**src/rtl/gossip_membership_table_assert.svh**
```systemverilog
// Assertion macros for the gossip membership table.
// Clocked on i_clk and disabled while i_rst_n is low; empty under synthesis.
`ifndef GOSSIP_MEMBERSHIP_TABLE_ASSERT_SVH
`define GOSSIP_MEMBERSHIP_TABLE_ASSERT_SVH

`ifndef SYNTHESIS
`define GMT_ASSERT(label, prop, msg) \
    label: assert property (@(posedge i_clk) disable iff (!i_rst_n) prop) else $error(msg);
`define GMT_NEVER(label, cond, msg) \
    label: assert property (@(posedge i_clk) disable iff (!i_rst_n) !(cond)) else $error(msg);
`else
`define GMT_ASSERT(label, prop, msg)
`define GMT_NEVER(label, cond, msg)
`endif

`endif

```
**src/rtl/gmt_pkg.sv**
```systemverilog
// Shared types and constants of the gossip membership table.
// Used by gmt_regs, gmt_ctrl, gmt_dp and the top level; no dependencies.
package gmt_pkg;

    localparam int TABLE_DEPTH_DEF = 16;
    localparam int ADDR_W          = 48;
    localparam int HB_W            = 32;
    localparam int TO_W            = 16;
    localparam int APB_AW          = 5;
    localparam int APB_DW          = 64;

    localparam logic [ADDR_W-1:0] OWN_ADDR_RST   = '0;
    localparam logic [TO_W-1:0]   FAIL_TO_RST    = 16'd5;
    localparam logic [TO_W-1:0]   CLEANUP_TO_RST = 16'd20;

    typedef enum logic [1:0] {
        ACT_MERGE = 2'd0,
        ACT_TICK  = 2'd1,
        ACT_READ  = 2'd2
    } t_action;

    typedef enum logic [2:0] {
        KIND_UPDATED = 3'd0,
        KIND_ADDED   = 3'd1,
        KIND_IGNORED = 3'd2,
        KIND_FULL    = 3'd3,
        KIND_REMOVED = 3'd4,
        KIND_LISTED  = 3'd5,
        KIND_END     = 3'd6
    } t_kind;

    typedef enum logic [1:0] {
        REG_OWN_ADDR   = 2'd0,
        REG_FAIL_TO    = 2'd1,
        REG_CLEANUP_TO = 2'd2
    } t_reg;

    typedef enum logic [1:0] {
        ST_IDLE = 2'd0,
        ST_SCAN = 2'd1,
        ST_FIN  = 2'd2
    } t_state;

    typedef struct packed {
        logic [1:0]        action;
        logic [ADDR_W-1:0] entry_addr;
        logic [HB_W-1:0]   entry_heartbeat;
        logic              entry_failed;
    } t_item;

    typedef struct packed {
        t_kind             kind;
        logic [ADDR_W-1:0] out_addr;
        logic [HB_W-1:0]   out_heartbeat;
        logic              out_failed;
        logic              last;
    } t_result;

    typedef struct packed {
        logic [ADDR_W-1:0] addr;
        logic [HB_W-1:0]   heartbeat;
        logic [HB_W-1:0]   stamp;
        logic              failed;
    } t_entry;

    typedef struct packed {
        logic [ADDR_W-1:0] own_addr;
        logic [TO_W-1:0]   fail_timeout;
        logic [TO_W-1:0]   cleanup_timeout;
    } t_cfg;

    typedef struct packed {
        logic load_item;
        logic rd_en;
        logic ev_en;
        logic fin_en;
    } t_cmd;

    typedef struct packed {
        logic need_emit;
        logic hit;
        logic can_emit;
    } t_sts;

endpackage

```
**src/rtl/gmt_regs.sv**
```systemverilog
// APB register bank: own address, fail timeout and cleanup timeout.
// Depends on gmt_pkg.
module gmt_regs import gmt_pkg::*; (
    input  logic              i_clk,
    input  logic              i_rst_n,
    input  logic              psel,
    input  logic              penable,
    input  logic              pwrite,
    input  logic [APB_AW-1:0] paddr,
    input  logic [APB_DW-1:0] pwdata,
    output logic [APB_DW-1:0] prdata,
    output logic              pready,
    output t_cfg              o_cfg
);

    logic [ADDR_W-1:0] r_own_addr;
    logic [TO_W-1:0]   r_fail_to;
    logic [TO_W-1:0]   r_cleanup_to;
    t_reg              w_reg;
    logic              w_wr;

    assign pready = 1'b1;
    assign w_reg  = t_reg'(paddr[APB_AW-1:3]);
    assign w_wr   = psel && penable && pwrite && pready;

    always_ff @(posedge i_clk) begin
        if (!i_rst_n) begin
            r_own_addr   <= OWN_ADDR_RST;
            r_fail_to    <= FAIL_TO_RST;
            r_cleanup_to <= CLEANUP_TO_RST;
        end else if (w_wr) begin
            case (w_reg)
                REG_OWN_ADDR:   r_own_addr   <= pwdata[ADDR_W-1:0];
                REG_FAIL_TO:    r_fail_to    <= pwdata[TO_W-1:0];
                REG_CLEANUP_TO: r_cleanup_to <= pwdata[TO_W-1:0];
                default: ;
            endcase
        end
    end

    always_comb begin
        case (w_reg)
            REG_OWN_ADDR:   prdata = {{(APB_DW-ADDR_W){1'b0}}, r_own_addr};
            REG_FAIL_TO:    prdata = {{(APB_DW-TO_W){1'b0}}, r_fail_to};
            REG_CLEANUP_TO: prdata = {{(APB_DW-TO_W){1'b0}}, r_cleanup_to};
            default:        prdata = '0;
        endcase
    end

    assign o_cfg.own_addr        = r_own_addr;
    assign o_cfg.fail_timeout    = r_fail_to;
    assign o_cfg.cleanup_timeout = r_cleanup_to;

endmodule

```
**src/rtl/gmt_ctrl.sv**
```systemverilog
// Controller: request acceptance and the slot scan sequencer.
// Depends on gmt_pkg; drives gmt_dp through t_cmd and reads t_sts back.
module gmt_ctrl import gmt_pkg::*; #(
    parameter  int TABLE_DEPTH = TABLE_DEPTH_DEF,
    localparam int IDX_W       = $clog2(TABLE_DEPTH),
    localparam int CNT_W       = $clog2(TABLE_DEPTH + 1)
) (
    input  logic             i_clk,
    input  logic             i_rst_n,
    input  logic             i_in_valid,
    input  logic [1:0]       i_in_action,
    output logic             o_in_stall,
    input  t_sts             i_sts,
    output t_cmd             o_cmd,
    output logic [IDX_W-1:0] o_rd_idx,
    output logic [IDX_W-1:0] o_ev_idx
);

    localparam logic [CNT_W-1:0] DEPTH_CNT = CNT_W'(TABLE_DEPTH);

    t_state            r_state, n_state;
    logic [CNT_W-1:0]  r_rd_cnt, n_rd_cnt;
    logic              r_ev_valid, n_ev_valid;
    logic [IDX_W-1:0]  r_ev_idx, n_ev_idx;
    logic              w_go;

    always_ff @(posedge i_clk) begin
        if (!i_rst_n) begin
            r_state    <= ST_IDLE;
            r_rd_cnt   <= '0;
            r_ev_valid <= 1'b0;
        end else begin
            r_state    <= n_state;
            r_rd_cnt   <= n_rd_cnt;
            r_ev_valid <= n_ev_valid;
        end
    end

    always_ff @(posedge i_clk) begin
        r_ev_idx <= n_ev_idx;
    end

    always_comb begin
        n_state    = r_state;
        n_rd_cnt   = r_rd_cnt;
        n_ev_valid = r_ev_valid;
        n_ev_idx   = r_ev_idx;
        o_cmd      = '0;
        o_in_stall = (r_state != ST_IDLE);
        // hold the whole scan while a result waits for room
        w_go       = !(r_ev_valid && i_sts.need_emit && !i_sts.can_emit);
        case (r_state)
            ST_IDLE: begin
                if (i_in_valid) begin
                    o_cmd.load_item = 1'b1;
                    n_rd_cnt        = '0;
                    n_ev_valid      = 1'b0;
                    if ((i_in_action == ACT_MERGE) || (i_in_action == ACT_TICK) ||
                        (i_in_action == ACT_READ)) begin
                        n_state = ST_SCAN;
                    end
                end
            end
            ST_SCAN: begin
                if (w_go) begin
                    o_cmd.ev_en = r_ev_valid;
                    o_cmd.rd_en = (r_rd_cnt != DEPTH_CNT);
                    n_ev_valid  = o_cmd.rd_en;
                    n_ev_idx    = r_rd_cnt[IDX_W-1:0];
                    if (o_cmd.rd_en) begin
                        n_rd_cnt = r_rd_cnt + 1'b1;
                    end
                    if (r_ev_valid && i_sts.hit) begin
                        n_state = ST_IDLE;
                    end else if (!r_ev_valid && !o_cmd.rd_en) begin
                        n_state = ST_FIN;
                    end
                end
            end
            ST_FIN: begin
                if (i_sts.can_emit) begin
                    o_cmd.fin_en = 1'b1;
                    n_state      = ST_IDLE;
                end
            end
            default: begin
                n_state = ST_IDLE;
            end
        endcase
    end

    assign o_rd_idx = r_rd_cnt[IDX_W-1:0];
    assign o_ev_idx = r_ev_idx;

endmodule

```
**src/rtl/gmt_dp.sv**
```systemverilog
// Datapath: slot memory, valid bits, local clock, slot evaluation and result register.
// Depends on gmt_pkg and gossip_membership_table_assert.svh.
`include "gossip_membership_table_assert.svh"

module gmt_dp import gmt_pkg::*; #(
    parameter  int TABLE_DEPTH = TABLE_DEPTH_DEF,
    localparam int IDX_W       = $clog2(TABLE_DEPTH)
) (
    input  logic             i_clk,
    input  logic             i_rst_n,
    input  t_item            i_in,
    input  t_cfg             i_cfg,
    input  t_cmd             i_cmd,
    input  logic [IDX_W-1:0] i_rd_idx,
    input  logic [IDX_W-1:0] i_ev_idx,
    output t_sts             o_sts,
    output logic             o_out_valid,
    input  logic             i_out_stall,
    output t_result          o_out
);

    t_entry                 r_mem [TABLE_DEPTH];
    t_entry                 r_rdata;
    t_item                  r_item;
    logic [HB_W-1:0]        r_clock_now;
    logic [TABLE_DEPTH-1:0] r_valid;
    logic [IDX_W-1:0]       r_free_idx;
    logic                   r_free_found;
    t_result                r_out;
    logic                   r_out_valid;

    logic             w_can_emit, w_slot_valid;
    logic             w_is_merge, w_is_tick, w_is_read;
    logic             w_own, w_hit, w_hb_gt, w_remove, w_mark, w_bump, w_list;
    logic             w_take_free, w_insert, w_emit;
    logic [HB_W-1:0]  w_age;
    logic             w_wr_en;
    logic [IDX_W-1:0] w_wr_idx;
    t_entry           w_wr_data;
    t_result          w_res;

    assign w_can_emit   = !r_out_valid || !i_out_stall;
    assign w_slot_valid = r_valid[i_ev_idx];
    assign w_is_merge   = (r_item.action == ACT_MERGE);
    assign w_is_tick    = (r_item.action == ACT_TICK);
    assign w_is_read    = (r_item.action == ACT_READ);

    assign w_own   = (r_rdata.addr == i_cfg.own_addr);
    assign w_age   = r_clock_now - r_rdata.stamp;
    assign w_hb_gt = (r_item.entry_heartbeat > r_rdata.heartbeat);
    assign w_hit   = w_is_merge && w_slot_valid && (r_rdata.addr == r_item.entry_addr);
    assign w_bump  = w_is_tick && w_slot_valid && w_own;
    assign w_mark  = w_is_tick && w_slot_valid && !w_own && !r_rdata.failed &&
                     (w_age > HB_W'(i_cfg.fail_timeout));
    assign w_remove = w_is_tick && w_slot_valid && !w_own && r_rdata.failed &&
                      (w_age > HB_W'(i_cfg.cleanup_timeout));
    assign w_list   = w_is_read && w_slot_valid;

    assign w_take_free = i_cmd.ev_en && w_is_merge && !w_slot_valid && !r_free_found;
    assign w_insert    = i_cmd.fin_en && w_is_merge && !r_item.entry_failed && r_free_found;
    assign w_emit      = (i_cmd.ev_en && (w_hit || w_remove || w_list)) || i_cmd.fin_en;

    assign o_sts.need_emit = w_hit || w_remove || w_list;
    assign o_sts.hit       = w_hit;
    assign o_sts.can_emit  = w_can_emit;

    always_comb begin
        w_wr_en   = 1'b0;
        w_wr_idx  = i_ev_idx;
        w_wr_data = r_rdata;
        if (i_cmd.ev_en) begin
            if (w_hit && w_hb_gt) begin
                w_wr_en             = 1'b1;
                w_wr_data.heartbeat = r_item.entry_heartbeat;
                w_wr_data.stamp     = r_clock_now;
            end else if (w_bump) begin
                w_wr_en             = 1'b1;
                w_wr_data.heartbeat = r_rdata.heartbeat + 1'b1;
                w_wr_data.stamp     = r_clock_now;
            end else if (w_mark) begin
                w_wr_en          = 1'b1;
                w_wr_data.failed = 1'b1;
                w_wr_data.stamp  = r_clock_now;
            end
        end
        if (w_insert) begin
            w_wr_en             = 1'b1;
            w_wr_idx            = r_free_idx;
            w_wr_data.addr      = r_item.entry_addr;
            w_wr_data.heartbeat = r_item.entry_heartbeat;
            w_wr_data.stamp     = r_clock_now;
            w_wr_data.failed    = 1'b0;
        end
    end

    always_comb begin
        w_res = '{kind: KIND_END, out_addr: '0, out_heartbeat: '0, out_failed: 1'b0,
                  last: 1'b1};
        if (i_cmd.ev_en) begin
            w_res.out_addr      = r_rdata.addr;
            w_res.out_heartbeat = r_rdata.heartbeat;
            w_res.out_failed    = r_rdata.failed;
            w_res.last          = 1'b0;
            if (w_hit) begin
                w_res.kind = KIND_UPDATED;
                w_res.last = 1'b1;
                if (w_hb_gt) begin
                    w_res.out_heartbeat = r_item.entry_heartbeat;
                end
            end else if (w_remove) begin
                w_res.kind = KIND_REMOVED;
            end else begin
                w_res.kind = KIND_LISTED;
            end
        end else if (i_cmd.fin_en && w_is_merge) begin
            w_res.out_addr      = r_item.entry_addr;
            w_res.out_heartbeat = r_item.entry_heartbeat;
            if (r_item.entry_failed) begin
                w_res.kind       = KIND_IGNORED;
                w_res.out_failed = 1'b1;
            end else if (!r_free_found) begin
                w_res.kind = KIND_FULL;
            end else begin
                w_res.kind = KIND_ADDED;
            end
        end
    end

    always_ff @(posedge i_clk) begin
        if (!i_rst_n) begin
            r_clock_now  <= '0;
            r_valid      <= '0;
            r_free_found <= 1'b0;
            r_out_valid  <= 1'b0;
        end else begin
            if (i_cmd.load_item && (i_in.action == ACT_TICK)) begin
                r_clock_now <= r_clock_now + 1'b1;
            end
            if (i_cmd.load_item) begin
                r_free_found <= 1'b0;
            end else if (w_take_free) begin
                r_free_found <= 1'b1;
            end
            if (w_insert) begin
                r_valid[r_free_idx] <= 1'b1;
            end
            if (i_cmd.ev_en && w_remove) begin
                r_valid[i_ev_idx] <= 1'b0;
            end
            if (w_emit) begin
                r_out_valid <= 1'b1;
            end else if (!i_out_stall) begin
                r_out_valid <= 1'b0;
            end
        end
    end

    always_ff @(posedge i_clk) begin
        if (i_cmd.load_item) begin
            r_item <= i_in;
        end
        if (w_take_free) begin
            r_free_idx <= i_ev_idx;
        end
        if (w_emit) begin
            r_out <= w_res;
        end
    end

    always_ff @(posedge i_clk) begin
        if (w_wr_en) begin
            r_mem[w_wr_idx] <= w_wr_data;
        end
        if (i_cmd.rd_en) begin
            r_rdata <= r_mem[i_rd_idx];
        end
    end

    assign o_out_valid = r_out_valid;
    assign o_out       = r_out;

    `GMT_NEVER(a_emit_room, w_emit && r_out_valid && i_out_stall, "result overwritten while stalled")
    `GMT_ASSERT(a_insert_free, w_insert |-> !r_valid[r_free_idx], "insert into occupied slot")
    `GMT_ASSERT(a_remove_valid, (i_cmd.ev_en && w_remove) |-> r_valid[i_ev_idx], "removal of empty slot")
    `GMT_NEVER(a_rw_clash, w_wr_en && i_cmd.rd_en && (w_wr_idx == i_rd_idx), "slot read while written")

endmodule

```
**src/rtl/gossip_membership_table.sv**
```systemverilog
// Top level of the gossip membership table: heartbeat table with failure detection.
// Depends on gmt_pkg, gmt_regs, gmt_ctrl and gmt_dp.
//
//   channel   signals                          payload
//   in        i_in_valid / o_in_stall          t_item   (request)
//   out       o_out_valid / i_out_stall        t_result (one or more per merge, tick or read-out)
//   config    psel penable pwrite paddr pwdata 64-bit registers at 8*index
//
// A merge, tick or read-out keeps the input stalled until its slot scan and final step are
// done, so no new request is taken before the last is through; a merge that finds its
// address ends early, the cycle after that slot is looked at. The pace is set by the single
// read port of the slot memory, one slot per cycle while no result waits on a stalled output.
// Reset empties the table at once through the valid flops; no clearing pass.
// While a result waits on a stalled output the scan holds in place.
module gossip_membership_table import gmt_pkg::*; #(
    parameter int TABLE_DEPTH = TABLE_DEPTH_DEF
) (
    input  logic              i_clk,
    input  logic              i_rst_n,
    input  logic              i_in_valid,
    output logic              o_in_stall,
    input  t_item             i_in,
    output logic              o_out_valid,
    input  logic              i_out_stall,
    output t_result           o_out,
    input  logic              psel,
    input  logic              penable,
    input  logic              pwrite,
    input  logic [APB_AW-1:0] paddr,
    input  logic [APB_DW-1:0] pwdata,
    output logic [APB_DW-1:0] prdata,
    output logic              pready
);

    localparam int IDX_W = $clog2(TABLE_DEPTH);

    t_cfg             w_cfg;
    t_cmd             w_cmd;
    t_sts             w_sts;
    logic [IDX_W-1:0] w_rd_idx;
    logic [IDX_W-1:0] w_ev_idx;

    gmt_regs u_regs (
        .i_clk   (i_clk),
        .i_rst_n (i_rst_n),
        .psel    (psel),
        .penable (penable),
        .pwrite  (pwrite),
        .paddr   (paddr),
        .pwdata  (pwdata),
        .prdata  (prdata),
        .pready  (pready),
        .o_cfg   (w_cfg)
    );

    gmt_ctrl #(.TABLE_DEPTH(TABLE_DEPTH)) u_ctrl (
        .i_clk       (i_clk),
        .i_rst_n     (i_rst_n),
        .i_in_valid  (i_in_valid),
        .i_in_action (i_in.action),
        .o_in_stall  (o_in_stall),
        .i_sts       (w_sts),
        .o_cmd       (w_cmd),
        .o_rd_idx    (w_rd_idx),
        .o_ev_idx    (w_ev_idx)
    );

    gmt_dp #(.TABLE_DEPTH(TABLE_DEPTH)) u_dp (
        .i_clk       (i_clk),
        .i_rst_n     (i_rst_n),
        .i_in        (i_in),
        .i_cfg       (w_cfg),
        .i_cmd       (w_cmd),
        .i_rd_idx    (w_rd_idx),
        .i_ev_idx    (w_ev_idx),
        .o_sts       (w_sts),
        .o_out_valid (o_out_valid),
        .i_out_stall (i_out_stall),
        .o_out       (o_out)
    );

endmodule

```
**config.mk**
```make
export PLATFORM = sky130hd
export DESIGN_NAME = gossip_membership_table
export DESIGN_NICKNAME = d
export VERILOG_FILES = /design/src/rtl/gmt_pkg.sv /design/src/rtl/gmt_regs.sv /design/src/rtl/gmt_ctrl.sv /design/src/rtl/gmt_dp.sv /design/src/rtl/gossip_membership_table.sv
export VERILOG_INCLUDE_DIRS = /design/src /design/src/rtl
export SDC_FILE = /design/constraint.sdc
export NUM_CORES = 2
export LEC_CHECK = 0
export BUFFER_PORTS_ARGS = -buffer_cell sky130_fd_sc_hd__buf_2
export CELL_PAD_IN_SITES_DETAIL_PLACEMENT = 1
export CELL_PAD_IN_SITES_GLOBAL_PLACEMENT = 2
export CORE_ASPECT_RATIO = 0.75
export CORE_MARGIN = 4
export CORE_UTILIZATION = 52
export DETAILED_ROUTE_END_ITERATION = 10
export HOLD_SLACK_MARGIN = 0.03
export PLACE_DENSITY_LB_ADDON = 0.2
export SYNTH_ARGS = -nofsm -noshare
export SYNTH_HDL_FRONTEND = slang
export SYNTH_SLANG_ARGS = --single-unit
```
**constraint.sdc**
```tcl
create_clock -name i_clk -period 35.4 [get_ports i_clk]
set_clock_uncertainty 0.1 [all_clocks]
set_input_delay 7.08 -clock i_clk [delete_from_list [all_inputs] [get_ports i_clk]]
set_output_delay 7.08 -clock i_clk [all_outputs]
set_load 0.02 [all_outputs]
```
==> flow_results.org <==
** Status
- The flow ran to the end, and the final reports show no timing, DRC or antenna violations.

** Global routing
- Global routing consumed, over all layers together, 27.9% of the routing resources.
- Met1 usage :: 43.3%
- Met2 track demand over resource :: 42.6%
- First-pass GRT wire length :: 364000 um
- met1 is the most crowded layer.
- Antenna violations before repair :: 15
- Gr ovfl total :: 0
- Number of global-route vias before repair :: 50679
- Entering global routing, the biggest net connects 103 pins.
- GR Util met3 :: 4.36%

** Clock tree
- H-tree lvl count :: 4
- Clock tree synthesis found a total of 2235 sinks.
- For this design, the CTS-stage hold fixing added 0 buffers.
- Buffers from clock root to sink, at most :: 3
- The cell sitting at the root of the clock tree is a sky130_fd_sc_hd__clkbuf_16.
- Once the clock tree was built, the setup fixing pass inserted 0 buffers.
- Number of buffers inserted during clock tree synthesis :: 208
- Number of resized instances in the post-cts repair step :: 0
- Clock latency on the worst-skew pair :: 0.84 ns
- Clock-pin slew was measured on the worst setup and hold paths at 0.06 ns.
- Clock tree from TritonCTS :: done

** Worst setup path
- STA classifies the critical path endpoint as an output port.
- For the worst setup path, the data arrival time is 8.68 ns.
- Measured in cells, the most critical reg-to-reg path has a length of 23.
- The worst setup path is launched from an input pin.
- In this run the critical register-to-register path is captured at u_dp.r_mem[12][46].
- Reg-to-Reg Start :: u_dp.r_clock_now[0]
- Reg-to-reg setup timing slack :: 26.22 ns
- Of all nets on the critical path, the largest fanout is 23.
- Startpoint-to-endpoint class of the critical path :: input pin to output port
- For the worst setup path, the data required time is 28.22 ns.

** Synthesis
- The top cell type by area accounts for 69.7% of the synthesized area.
- Most frequent cell after synthesis :: sky130_fd_sc_hd__edfxtp_1
- The synthesized design contains 2097 enable-type register cells.
- Synthesis instantiated 85 different standard cells from the library.
- Share of flip-flops with an asynchronous set or reset after synthesis :: 0%
- Top cells by area, synth :: sky130_fd_sc_hd__edfxtp_1, sky130_fd_sc_hd__mux4_2, sky130_fd_sc_hd__dfxtp_1
- For this run, the register share of the synthesized area comes to 72.8%.
- Top_reg_cell synth :: sky130_fd_sc_hd__edfxtp_1
- Leading area contributor after synthesis :: sky130_fd_sc_hd__edfxtp_1
- Each instance of the synthesized netlist takes up on average 18.6 um2.
- Synth Instances :: 4863
- The mapped netlist covers 0.0903 mm2.
- Sorting the synthesized cells by how often they occur yields sky130_fd_sc_hd__edfxtp_1, sky130_fd_sc_hd__mux4_2, sky130_fd_sc_hd__nand2_1.
- Yosys printed 0 warnings.
- Counting flops and latches in the post-synthesis netlist gives 2235.

** Timing
- Setup repair after global routing left no endpoint under its margin.
- The final count of pins violating max slew came to 0.
- Headroom to the max-slew limit :: 4.73%
- Counting I/O delays and the setup requirement, the final critical path takes 15.86 ns.
- Number of endpoints failing setup at the final stage :: 0
- Crit share post-route :: 44.8%
- Setup slack on the critical path of the routed design comes to 19.54 ns.
- Based on the critical path, the design can be clocked at up to 63.1 MHz.
- Setup total negative slack on the finished layout was measured at 0 ns.
- The count of endpoints failing hold in the final timing report was 0.
- Pin slew with the least headroom to its limit :: 1.42 ns

** Pwr
- Leakage component of the power :: 32.9 nW
- For this design the ratio of total power to cell area is 53.7 mW/mm2.
- Share of total power in the clock network :: 40.7%
- Summed over all nets, the switching power comes to 0.00119 W.
- Worst IR Drop VDD :: 0.0460 mV
- Internal power comes to 0.00427 W.
- Relative contribution of combinational cells to total power :: 5.2%
- Portion of total power attributed to sequential cells :: 54.1%
- Net switching is 21.8% of the power.

** Die
- Floorplan die area :: 0.180 mm2
- DIE HEIGHT :: 369 um
- The total area inside the core boundary comes to 0.173 mm2.
- For this configuration, the core starts out at a cell density of 52.3%.
- The floorplan step set the die width to 489 um.
- Floorplan row count :: 132
- I/O pin count :: 311

** Routing
- Drt initial violations :: 6159
- Post-DRT Antenna Nets :: 0
- Vias after detailed routing :: 49197
- Number of vias per cell after detailed routing :: 6.38
- Number of remaining DRC errors :: 0
- The first detailed-routing pass ran for 5 iterations.
- Dividing the detail-routed wire length by the instance count gives 32.5 um.
- Final wirelength :: 251000 um

** Finish
- Area used by sequential logic in the layout :: 0.0657 mm2
- Fraction of final layout cells sized beyond drive strength 1 :: 25.1%
- Relative to the synthesized area, the layout overhead comes to 12.5%.
- In the final layout, the multi-input gates occupy 0.0232 mm2.
- Count of fill cells added during filler insertion :: 14970
- Net count reported at finish :: 5510

** Hold path
- In this run the most critical hold path is launched from u_regs.r_fail_to[1].
- Hold Path Sink :: u_regs.r_fail_to[1]
- Counting instances, the worst hold path has a depth of 2.
- Worst min-delay path class :: flip-flop to flip-flop

** Place
- The wire-length estimate of the detail-placed layout is 147000 um.
- Final weighted congestion in routability-driven placement :: 0.841
- OpenSTA, run right after detailed placement, puts the worst setup slack at 19.59 ns.
- Input and output buffers added on the ports amount to 274.

** Flow run
- Across the run, the number of max-cap violations was 0.
## power groups by stage
stage	clock [W]	sequential (W)	combinational, W
final	0.00222	0.00295	0.000281
after global routing	0.00239	0.00295	0.000305
after detailed placement	0	0.00301	0.000282
after CTS	0.00226	0.00295	0.000283
after floorplan	0	0.00300	0.000189
after global placement	0	0.00301	0.000273
## layer usage
metal | up-vias | wire [um]
li1 | 20263 | -
met5 | - | 0
met4 | 0 | 4810
met3 | 324 | 21200
met1 | 26297 | 108000
met2 | 2313 | 116000
## worst max path at each step
| stage | startpoint | to | slack [ns] |
|---|---|---|---|
| 2_1_floorplan | i_out_stall | u_dp.r_mem[2][0] | 18.01 |
| 3_3_place_gp | paddr[4] | prdata[4] | 19.64 |
| 3_5_place_dp | paddr[4] | prdata[4] | 19.59 |
| 4_1_cts | paddr[4] | prdata[4] | 19.59 |
| 5_1_grt | paddr[4] | prdata[4] | 19.47 |
| 6_report | paddr[4] | prdata[4] | 19.54 |
## cells by family after synthesis
logic type               share of synthesized area [%]
flip-flops                                        72.8
AND/OR/NAND/NOR                                   4.43
multiplexers                                      14.5
AO/OA/AOI/OAI                                     3.83
buffers and inverters                             1.75
XOR/XNOR                                          1.31
adder cells (fa/ha/maj)                           1.39
other                                          0.00832
## area by class of cell
type                            count  share of cell area, %
Sequential cell                  2235                   64.7
Multi-Input combinational cell   2252                   22.9
Clock buffer                      260                   5.43
Tap cell                         2278                   2.81
Timing Repair Buffer              419                   2.47
Clock inverter                    127                   1.19
Inverter                          135                  0.516
Antenna cell                        6                 0.0148
## placed cells by master, fill, tap and decap left out, types with 131 or more instances in the layout
master	count
sky130_fd_sc_hd__edfxtp_1	2097
sky130_fd_sc_hd__mux4_2	570
sky130_fd_sc_hd__nand2_1	461
sky130_fd_sc_hd__buf_2	274
sky130_fd_sc_hd__clkbuf_16	211
sky130_fd_sc_hd__a21oi_1	160
sky130_fd_sc_hd__o21ai_0	142
sky130_fd_sc_hd__buf_4	141
sky130_fd_sc_hd__dfxtp_1	135
sky130_fd_sc_hd__inv_1	131
## state kept, by name (all words and copies together), names as in the netlist
| signal | flops |
|---|---|
| u_regs.r_own_addr | 48 |
| u_ctrl.r_rd_cnt | 5 |
| u_regs.r_cleanup_to | 16 |
| u_ctrl.o_ev_idx | 4 |
| u_regs.r_fail_to | 16 |
| u_dp.o_out_valid | 1 |
| u_dp.r_free_idx | 4 |
| u_dp.r_rdata | 113 |
| u_dp.r_clock_now | 32 |
| u_dp.o_out | 85 |
| u_ctrl.r_ev_valid | 1 |
| u_ctrl.r_state | 2 |
| u_dp.r_mem | 1808 |
| u_dp.r_item | 83 |
| u_dp.r_free_found | 1 |
| u_dp.r_valid | 16 |
## critical path: stages
cell and delay [ns]:
sky130_fd_sc_hd__buf_2 0.36, sky130_fd_sc_hd__nor2b_1 0.39, sky130_fd_sc_hd__buf_4 0.29, sky130_fd_sc_hd__nand2_1 0.07, sky130_fd_sc_hd__o21ai_0 0.21, sky130_fd_sc_hd__buf_2 0.27
## stage by stage
stage / hold WS (ns) / area (um2) / instances / util, % / power (W)
3_5_place_dp: 0.372 / 94800 / 7319 / 54.9 / 0.00329
2_1_floorplan: 0.306 / 90300 / 4878 / - / 0.00319
4_1_cts: 0.382 / 102000 / 7706 / 58.8 / 0.00549
6_report: 0.381 / 102000 / 7712 / 58.9 / 0.00546
5_1_grt: 0.409 / 102000 / 7711 / 58.9 / 0.00564
3_3_place_gp: 0.365 / 94800 / 7319 / 54.9 / 0.00328
Note: power is estimated with default switching activity, not from simulation.
